--- src/bwt_rs_pkg.sv ---
// Shared constants, types and state codes of the rotation sort block.
package bwt_rs_pkg;

  localparam int MAX_TEXT = 63;
  localparam int IDX_W    = 6;
  localparam int SYM_W    = 8;
  localparam int OUT_W    = 32;
  localparam logic [SYM_W-1:0] SENTINEL = 8'd36;

  typedef enum logic [2:0] {
    ST_LOAD,
    ST_READ,
    ST_CMP,
    ST_PLACE,
    ST_FETCH,
    ST_TEXT,
    ST_CAP,
    ST_SHOW
  } state_t;

  typedef struct packed {
    logic             wr_en;
    logic [IDX_W-1:0] wr_addr;
    logic [SYM_W-1:0] wr_data;
    logic [IDX_W-1:0] rd_addr_a;
    logic [IDX_W-1:0] rd_addr_b;
    logic [IDX_W-1:0] length;
  } text_req_t;

  typedef struct packed {
    logic [SYM_W-1:0] byte_a;
    logic [SYM_W-1:0] byte_b;
  } text_rsp_t;

  typedef struct packed {
    logic             cap;
    logic [IDX_W-1:0] rank;
    logic [IDX_W-1:0] start;
    logic [SYM_W-1:0] first_sym;
    logic [SYM_W-1:0] last_sym;
    logic             last_row;
    logic             truncated;
  } row_t;

endpackage

--- src/bwt_rs_text_store.sv ---
// Text memory with two registered read ports and sentinel substitution.
module bwt_rs_text_store (
  input  logic                  clk,
  input  bwt_rs_pkg::text_req_t req,
  output bwt_rs_pkg::text_rsp_t rsp
);
  import bwt_rs_pkg::*;

  logic [SYM_W-1:0] mem [0:MAX_TEXT-1];
  logic [SYM_W-1:0] data_a;
  logic [SYM_W-1:0] data_b;
  logic             sent_a;
  logic             sent_b;

  // Write one symbol, read two positions; a position at the text end is '$'
  always_ff @(posedge clk) begin
    if (req.wr_en) begin
      mem[req.wr_addr] <= req.wr_data;
    end
    data_a <= mem[req.rd_addr_a];
    data_b <= mem[req.rd_addr_b];
    sent_a <= (req.rd_addr_a >= req.length);
    sent_b <= (req.rd_addr_b >= req.length);
  end

  assign rsp.byte_a = sent_a ? SENTINEL : data_a;
  assign rsp.byte_b = sent_b ? SENTINEL : data_b;

endmodule

--- src/bwt_rs_seq.sv ---
// Sequencer: loads the text, ranks every rotation with one byte comparator, emits rows.
module bwt_rs_seq (
  input  logic                  clk,
  input  logic                  rst,
  input  logic                  in_valid,
  input  logic                  in_last,
  input  logic [bwt_rs_pkg::SYM_W-1:0] in_symbol,
  output logic                  in_ready,
  output logic                  out_valid,
  input  logic                  out_ready,
  output bwt_rs_pkg::text_req_t text_req,
  input  bwt_rs_pkg::text_rsp_t text_rsp,
  output bwt_rs_pkg::row_t      row
);
  import bwt_rs_pkg::*;

  state_t           state;
  state_t           state_next;
  logic [IDX_W-1:0] len;
  logic             ovf;
  logic [IDX_W-1:0] i;
  logic [IDX_W-1:0] j;
  logic [IDX_W-1:0] k;
  logic [IDX_W-1:0] pa;
  logic [IDX_W-1:0] pb;
  logic [IDX_W-1:0] rank;
  logic [IDX_W-1:0] r;
  logic [IDX_W-1:0] s_q;
  logic [IDX_W-1:0] ord_q;
  logic [IDX_W-1:0] order_mem [0:(1 << IDX_W)-1];
  logic             in_acc;
  logic             b_less;
  logic             b_more;
  logic             cmp_done;
  logic             cmp_before;

  // Step a position round the rotation of len+1 symbols
  function automatic logic [IDX_W-1:0] wrap_inc(input logic [IDX_W-1:0] p,
                                                 input logic [IDX_W-1:0] last);
    wrap_inc = (p == last) ? '0 : p + 1'b1;
  endfunction

  assign in_acc = in_valid && in_ready;

  // Shared comparator: rotation j against rotation i, one byte per pass
  assign b_less     = text_rsp.byte_b < text_rsp.byte_a;
  assign b_more     = text_rsp.byte_b > text_rsp.byte_a;
  assign cmp_done   = b_less || b_more || (k == len);
  assign cmp_before = b_less || (!b_more && (j < i));

  // Next state
  always_comb begin
    state_next = state;
    unique case (state)
      ST_LOAD:  if (in_acc && in_last) state_next = ST_READ;
      ST_READ: begin
        if (j == i) state_next = (j == len) ? ST_PLACE : ST_READ;
        else        state_next = ST_CMP;
      end
      ST_CMP: begin
        if (cmp_done && (j == len)) state_next = ST_PLACE;
        else                        state_next = ST_READ;
      end
      ST_PLACE: state_next = (i == len) ? ST_FETCH : ST_READ;
      ST_FETCH: state_next = ST_TEXT;
      ST_TEXT:  state_next = ST_CAP;
      ST_CAP:   state_next = ST_SHOW;
      ST_SHOW: begin
        if (out_ready) state_next = (r == len) ? ST_LOAD : ST_FETCH;
      end
      default:  state_next = ST_LOAD;
    endcase
  end

  // Outputs of the sequencer
  always_comb begin
    in_ready           = (state == ST_LOAD);
    out_valid          = (state == ST_SHOW);
    text_req.wr_en     = in_acc && (len < IDX_W'(MAX_TEXT));
    text_req.wr_addr   = len;
    text_req.wr_data   = in_symbol;
    text_req.length    = len;
    text_req.rd_addr_a = pa;
    text_req.rd_addr_b = pb;
    if (state == ST_TEXT) begin
      text_req.rd_addr_a = ord_q;
      text_req.rd_addr_b = (ord_q == '0) ? len : ord_q - 1'b1;
    end
    row.cap       = (state == ST_CAP);
    row.rank      = r;
    row.start     = s_q;
    row.first_sym = text_rsp.byte_a;
    row.last_sym  = text_rsp.byte_b;
    row.last_row  = (r == len);
    row.truncated = ovf;
  end

  // State and counters
  always_ff @(posedge clk) begin
    if (rst) begin
      state <= ST_LOAD;
      len   <= '0;
      ovf   <= 1'b0;
      i     <= '0;
      j     <= '0;
      k     <= '0;
      pa    <= '0;
      pb    <= '0;
      rank  <= '0;
      r     <= '0;
    end else begin
      state <= state_next;
      unique case (state)
        ST_LOAD: begin
          if (in_acc) begin
            if (len < IDX_W'(MAX_TEXT)) len <= len + 1'b1;
            else                        ovf <= 1'b1;
            if (in_last) begin
              i    <= '0;
              j    <= '0;
              k    <= '0;
              pa   <= '0;
              pb   <= '0;
              rank <= '0;
            end
          end
        end
        ST_READ: begin
          // skip the rotation against itself
          if (j == i) begin
            j  <= j + 1'b1;
            k  <= '0;
            pa <= i;
            pb <= j + 1'b1;
          end
        end
        ST_CMP: begin
          if (cmp_done) begin
            if (cmp_before) rank <= rank + 1'b1;
            j  <= j + 1'b1;
            k  <= '0;
            pa <= i;
            pb <= j + 1'b1;
          end else begin
            k  <= k + 1'b1;
            pa <= wrap_inc(pa, len);
            pb <= wrap_inc(pb, len);
          end
        end
        ST_PLACE: begin
          i    <= i + 1'b1;
          j    <= '0;
          k    <= '0;
          rank <= '0;
          pa   <= i + 1'b1;
          pb   <= '0;
          r    <= '0;
        end
        ST_FETCH: ;
        ST_TEXT:  ;
        ST_CAP:   ;
        ST_SHOW: begin
          if (out_ready) begin
            r <= r + 1'b1;
            if (r == len) begin
              len <= '0;
              ovf <= 1'b0;
            end
          end
        end
        default: ;
      endcase
    end
  end

  // Hold the rotation start of the row being emitted
  always_ff @(posedge clk) begin
    if (state == ST_TEXT) s_q <= ord_q;
  end

  // Order memory: place each rotation at its rank, read back in rank order
  always_ff @(posedge clk) begin
    if (state == ST_PLACE) order_mem[rank] <= i;
    ord_q <= order_mem[r];
  end

endmodule

--- src/bwt_rotation_sort_top.sv ---
// Top level of the rotation sort: stream ports, output register, sub-blocks.
// Loading accepts one symbol item per cycle; the item marked last starts the sort.
// Sorting ranks each of the n = length+1 rotations against all others through one
// byte comparator fed by a two-port text memory, each byte pair read and then compared;
// rows then go out in rank order: fetch, text read, capture, show, held while stalled.
// Reset clears the sequencer, length and overflow flag; the stores need no clearing.
module bwt_rotation_sort_top (
  input  logic        clk,
  input  logic        rst,
  input  logic        s_tvalid,
  output logic        s_tready,
  input  logic [7:0]  s_tdata,   // [7:0] symbol
  input  logic        s_tlast,   // end_of_text
  output logic        m_tvalid,
  input  logic        m_tready,
  output logic [31:0] m_tdata,   // [5:0] row_rank, [11:6] rotation_start,
                                 // [19:12] first_symbol, [27:20] last_symbol, rest zero
  output logic        m_tlast,   // last_row
  output logic [0:0]  m_tuser    // [0] truncated
);
  import bwt_rs_pkg::*;

  text_req_t text_req;
  text_rsp_t text_rsp;
  row_t      row;

  bwt_rs_text_store u_text (
    .clk (clk),
    .req (text_req),
    .rsp (text_rsp)
  );

  bwt_rs_seq u_seq (
    .clk       (clk),
    .rst       (rst),
    .in_valid  (s_tvalid),
    .in_last   (s_tlast),
    .in_symbol (s_tdata[SYM_W-1:0]),
    .in_ready  (s_tready),
    .out_valid (m_tvalid),
    .out_ready (m_tready),
    .text_req  (text_req),
    .text_rsp  (text_rsp),
    .row       (row)
  );

  // Capture one finished row into the output register
  always_ff @(posedge clk) begin
    if (row.cap) begin
      m_tdata <= {4'b0000, row.last_sym, row.first_sym, row.start, row.rank};
      m_tlast <= row.last_row;
      m_tuser <= row.truncated;
    end
  end

endmodule

--- config.mk ---
export PLATFORM = sky130hd
export DESIGN_NAME = bwt_rotation_sort_top
export DESIGN_NICKNAME = d
export VERILOG_FILES = /design/src/bwt_rs_pkg.sv /design/src/bwt_rs_text_store.sv /design/src/bwt_rs_seq.sv /design/src/bwt_rotation_sort_top.sv
export SDC_FILE = /design/constraint.sdc
export NUM_CORES = 2
export LEC_CHECK = 0
export BUFFER_PORTS_ARGS = -buffer_cell sky130_fd_sc_hd__buf_2
export CORE_UTILIZATION = 50
export DETAILED_ROUTE_END_ITERATION = 10
export HOLD_SLACK_MARGIN = 0.1
export PLACE_DENSITY = 0.68
export SETUP_SLACK_MARGIN = 0.05
export SYNTH_ARGS = -nofsm -noshare
export SYNTH_HDL_FRONTEND = slang
export SYNTH_HIERARCHICAL = 1
export SYNTH_SLANG_ARGS = --single-unit
--- constraint.sdc ---
create_clock -name clk -period 3.5 [get_ports clk]
set_input_delay 0.525 -clock clk [delete_from_list [all_inputs] [get_ports clk]]
set_output_delay 0.525 -clock clk [all_outputs]
set_load 0.01 [all_outputs]
## Word level (Yosys, flattened, before mapping)

Memory sizes are Yosys's and may differ from the RTL's. A register that Yosys moved wholly into a read port is not among the register bits.
Cells that the tools add are included.

- Bits in registers: 90
- Bits in read-only memories: 0
- Logic and storage cells: 128
- Memory bits (writable): 888
- Memories kept: 2
- Latch bits: 0

Memory list:

| name | depth | width | rd ports | clocked after memory_dff | wr ports | line | RTL |
|---|---|---|---|---|---|---|---|
| u_text.mem | 63 | 8 | 2 | 2 | 1 | bwt_rs_text_store.sv:9 | `logic [SYM_W-1:0] mem [0:MAX_TEXT-1];` |
| u_seq.order_mem | 64 | 6 | 1 | 1 | 1 | bwt_rs_seq.sv:30 | `logic [IDX_W-1:0] order_mem [0:(1 << IDX_W)-1];` |

- $mul: 0
- Add/subtract/negate cells: 9
- $lt $le $gt $ge: 6
- Bitwise operators: 0
- Eq/ne operators: 24
- Divide/modulo/power cells: 0
- Multiplexer cells: 47
- Reduce and logical (&&, ||, !) cells: 24
- Shift operators: 0

Operators with widths:

| kind | count |
|---|---|
| $mux W6 | 19 |
| $pmux W6 S4 | 4 |
| $add A6 B1 Y6 const B | 8 |
| $eq A6 B6 Y1 | 7 |
| $pmux W6 S2 | 3 |
| $pmux W3 S8 | 1 |
| $reduce_and A5 Y1 | 4 |
| $pmux W6 S3 | 1 |
| $mux W8 | 2 |
| $mux W3 | 5 |
| $eq A3 B3 Y1 const B | 4 |
| $ge A6 B6 Y1 | 2 |
| $mux W12 | 1 |
| $ne A2 B1 Y1 const B | 5 |
| $ne A2 B2 Y1 const B | 5 |
| $gt A8 B8 Y1 | 1 |
| $lt A8 B8 Y1 | 1 |
| $mux W1 | 8 |
| $eq A3 B2 Y1 const B | 2 |
| $logic_not A6 Y1 | 1 |
| $lt A6 B6 Y1 | 1 |
| $lt A6 B6 Y1 const B | 1 |
| $reduce_bool A2 Y1 | 3 |
| $sub A6 B1 Y6 const B | 1 |
| 12 further kinds | 20 |

## Depth between registers and ports, before layout

- Word-level depth: 8
- Gate-level depth with buffers: 18
- Gate-level depth less buffers: 14

## Modules after synthesis

Netlist, hierarchy kept.

By module, submodules not included:

| module | area an instance (um^2) | cells each | instances | seq. area each (um^2) |
|---|---|---|---|---|
| bwt_rs_text_store | 24,393.4 | 1,312 | 1 | 15,494.9 |
| bwt_rs_seq | 19,429.9 | 1,215 | 1 | 12,872.3 |
| bwt_rotation_sort_top | 934.6 | 35 | 1 | 900.9 |

## Worst setup path after synthesis

OpenSTA, ideal clock, no wires.

- Kind: reg-to-reg
- Start: register u_seq.state[2]
- End: register u_text.sent_b
- Library setup time: 0.114 ns
- Data required time: 3.386 ns
- Slack: -0.007 ns
- Arrival: 3.393 ns
- Cell stages (with the launch flop): 17
- Path through: dfxtp_1 > buf_2 > clkbuf_1 > nand3_1 > clkbuf_1 > o21ai_0 > buf_4 > buf_2 > buf_4 > inv_1 > ha_1 > nand2b_1 > a21o_1 > a21o_1 > a21o_1 > a21o_1 > a21o_1

RTL lines:

| what | line | RTL |
|---|---|---|
| from (decl) | bwt_rs_seq.sv:17 | `state_t state;` |
| from (signal assigned) | bwt_rs_seq.sv:112 | `state <= state_next;` |
| to (signal assigned) | bwt_rs_text_store.sv:23 | `sent_b <= (req.rd_addr_b >= req.length);` |
| to (decl) | bwt_rs_text_store.sv:13 | `logic sent_b;` |

==> metrics.csv <==
metric,value,unit
outcome,"finished, violations left",
violated checks,design-rule violations,
CP Cell Sequence,inv_1 > ha_1 > and3_1 > nor2_1 > a21oi_1 > o21ai_4 > buf_12 > buf_12 > buf_12 > buf_4 > mux4_2 > mux2_2 > o211ai_1 > o21ai_0,
VDD IR-drop max,429,uV
Combinational Power Share,0.191,
Core Rows,109,
clock root buffer,clkbuf_16,
Post-synth top flop,edfxtp_1,
Routed Wire Length,119000,um
fillers,6445,
Worst path slowest cell,mux4_2,
Slowest Stage Delay on Critical Path,490,ps
Final Hold Fails,0,
post-DP HPWL,77200,um
"Seq/Total Area, Yosys",0.654,
Max Root-Sink Buffers,3,
Sw Pwr,8.15,mW
slew margin rel.,0.155,
clock sink count,1000,
die extent in x,301,um
Reg power frac,0.445,
GRT Residual Overflow,0,
Yosys cell types,68,
Nets,2775,
Hold Slack,176,ps
synthesized area per cell,17.5,um^2
clock share of power,0.365,
crit path kind,flop to flop,
Synth warnings,6,
placed inst area,0.0472,mm^2
H-Tree Depth,3,
antenna-violating nets left,0,
Port-buffer cells,44,
GRT Overall Usage,0.264,
first-pass GRT wire length,174000,um
leakage,15.8,nW
vias per std cell,6.53,
Pwr Density,596,mW/mm^2
TritonRoute pass-1 iters,9,
data arrival time of the critical path,3860,ps
layout cells sized above 1,0.297,
CP max FO,7,
Starting Density,0.506,
Startpoint Class,flop,
CTS Buf Count,100,
CP Capture Type,flop,
Die Ht,301,um
Skew-Pair Late Insertion Delay,710,ps
CTS tree,done,
Tmin final,3310,ps
R2R Setup Slk,190,ps
synth top area cells,"edfxtp_1 62%, mux4_2 19%, dfxtp_1 3.4%, nor2_1 1.7%, mux2i_1 1.2%",
initial antenna violation count,7,
fin area,0.0508,mm^2
"most used cell, CP",buf_12,
"Setup violations, final",0,
pin slew with the least headroom to its limit,1270,ps
cell taking the most area after synthesis,edfxtp_1,
max_cap viols,0,
Post-synth top cells,"924 x edfxtp_1, 372 x mux4_2, 202 x nor2_1",
"FFs w/ async S/R, synth",0,
Worst-path clk slew,60,ps
Worst Path Required,4050,ps
Top-Level Pins,49,
Area Overhead vs Synth,13.6,%
Post-synth EDFFs,924,
Die Area,0.0907,mm^2
Vias,25971,
Mapped Cells,2562,
vias in the first global route,25847,
core box area,0.0885,mm^2
DRC Markers,24,
Tcrit/Tclk final,0.946,
Max Clock Freq,302,MHz
#FFs+latches synth,1000,
Internal,22.1,mW
Post-Synthesis Cell Area,0.0448,mm^2
Clock Skews,62.9,ps
Net Sw Frac,0.269,
post-DR wirelength/cell,29.8,um
pin count of the biggest net entering global routing,72,
DRT iter0 DRCs,3473,
Placer Congestion,0.944,
Final Slew Violations,0,
"count leader, synth",edfxtp_1,
hold-fix buffers at CTS,0,
Synth top area share,0.620,
worst hold path type,primary input to flop,
==> metrics by stage <==
step | total power, mW | util | setup WS (ps) | cells | setup TNS (ps)
after detailed placement | 19.2 | 0.534 | 3.23 | 3782 | 0
after global routing | 31.1 | 0.574 | -9.02 | 3973 | -9.02
after CTS | 30.2 | 0.573 | 71.1 | 3967 | 0
after global placement | 19.1 | 0.534 | 16.0 | 3782 | 0
final | 30.3 | 0.574 | 190 | 3975 | 0
after floorplan | 17.3 | - | 91.9 | 2565 | 0
==> power groups by stage <==
stage | Combinational [mW] | Clock, mW | Sequential [mW]
floorplan | 3.71 | 0 | 13.6
finish | 5.78 | 11.0 | 13.5
detailed placement | 5.47 | 0 | 13.7
CTS | 5.57 | 11.2 | 13.5
global placement | 5.37 | 0 | 13.7
global route | 6.07 | 11.6 | 13.5
==> final cells by class <==
| type | count | area, um^2 | area share |
|---|---|---|---|
| multi-input combinational | 1330 | 14400 | 0.284 |
| antenna | 2 | 5.00 | 0.0000985 |
| clock buffer | 121 | 2600 | 0.0512 |
| inverter | 37 | 139 | 0.00273 |
| clock inverter | 63 | 798 | 0.0157 |
| timing repair buffer | 257 | 2120 | 0.0417 |
| sequential | 1000 | 29300 | 0.576 |
| tap | 1165 | 1460 | 0.0287 |
==> final timing paths <==
check | from | to | depth (start not counted)
setup / recovery | u_seq/ord_q[0]$_DFF_P_ | u_text/data_b[4]$_DFF_P_ | 14
setup reg to reg | u_seq/ord_q[0]$_DFF_P_ | u_text/data_b[4]$_DFF_P_ | 14
hold reg to reg | u_seq/ovf$_SDFFE_PP0P_ | m_tuser$_DFFE_PP_ | 0
hold / removal | s_tlast | u_seq/state[0]$_SDFFE_PP0P_ | 3
==> cell usage in the layout (no fill, tap or decap), types with 14 or more instances in the layout <==
cell type / synthesis / routed
o21ai_0: 62 / 51
nor2b_1: 49 / 48
o22ai_1: 16 / 16
ha_1: 36 / 36
a21o_1: 15 / 15
clkbuf_1: 72 / 20
xnor2_1: 39 / 39
nand3_1: 37 / 37
a211oi_1: 22 / 20
xor2_1: 20 / 20
clkinv_2: 0 / 17
buf_4: 57 / 189
buf_2: 42 / 44
nor3_1: 22 / 22
dfxtp_1: 76 / 67
nand2_1: 106 / 106
nand4_1: 14 / 14
nor2_1: 202 / 201
buf_12: 0 / 20
mux4_2: 372 / 372
a21oi_1: 61 / 58
inv_1: 35 / 35
clkinv_1: 2 / 18
bufinv_16: 0 / 15
mux2i_1: 53 / 53
a22oi_1: 43 / 37
clkbuf_16: 0 / 102
edfxtp_1: 924 / 924
==> worst max-delay path, delay by kind of cell (launching register included) <==
family	cells	cell delay, ps
adders and majority gates	1	210
muxes	2	830
and+or+nand+nor	2	330
AOI/OAI and AO/OA	4	720
DFF	1	350
buffers and inverters	5	710
==> timing repair <==
action / in CTS / in global routing
setup buffers: 0 / 5
resized for setup: 3 / 16
pin swaps: 0 / 5
endpoints found under the setup margin: 2 / 11
gates cloned: 1 / 1
==> routing by layer <==
layer | vias to the layer above | GRT usage | part of all wire
li1 | 10703 | - | -
met1 | 13420 | 0.365 | 0.37
met2 | 1581 | 0.417 | 0.48
met3 | 263 | 0.0570 | 0.11
met4 | 4 | 0.0922 | 0.035
met5 | - | 0 | 0.00023
==> sequential cells by signal, indices dropped and copies added, names as in the netlist, 6 cells and up <==
register,count
u_seq/len,6
u_seq/s_q,6
u_text/data_a,8
u_seq/k,6
u_seq/pb,6
u_seq/order_mem,384
u_text/mem,504
u_text/data_b,8
u_seq/i,6
u_seq/r,6
u_seq/ord_q,6
m_tdata,28
u_seq/rank,6
u_seq/pa,6
u_seq/j,6
==> cell families (layout without fill, tap and decap cells) <==
| family | Yosys count | count (layout) | synth area share |
|---|---|---|---|
| xor+xnor | 59 | 59 | 0.0115 |
| simple gates | 499 | 499 | 0.0520 |
| flops | 1000 | 1000 | 0.654 |
| mux | 437 | 437 | 0.202 |
| buf+inv | 235 | 478 | 0.0272 |
| compound gates | 295 | 295 | 0.0431 |
| other cells | 1 | 6 | 0.0000838 |
| fa+ha+maj | 36 | 36 | 0.0101 |
Power figures use the tool's default switching activity.
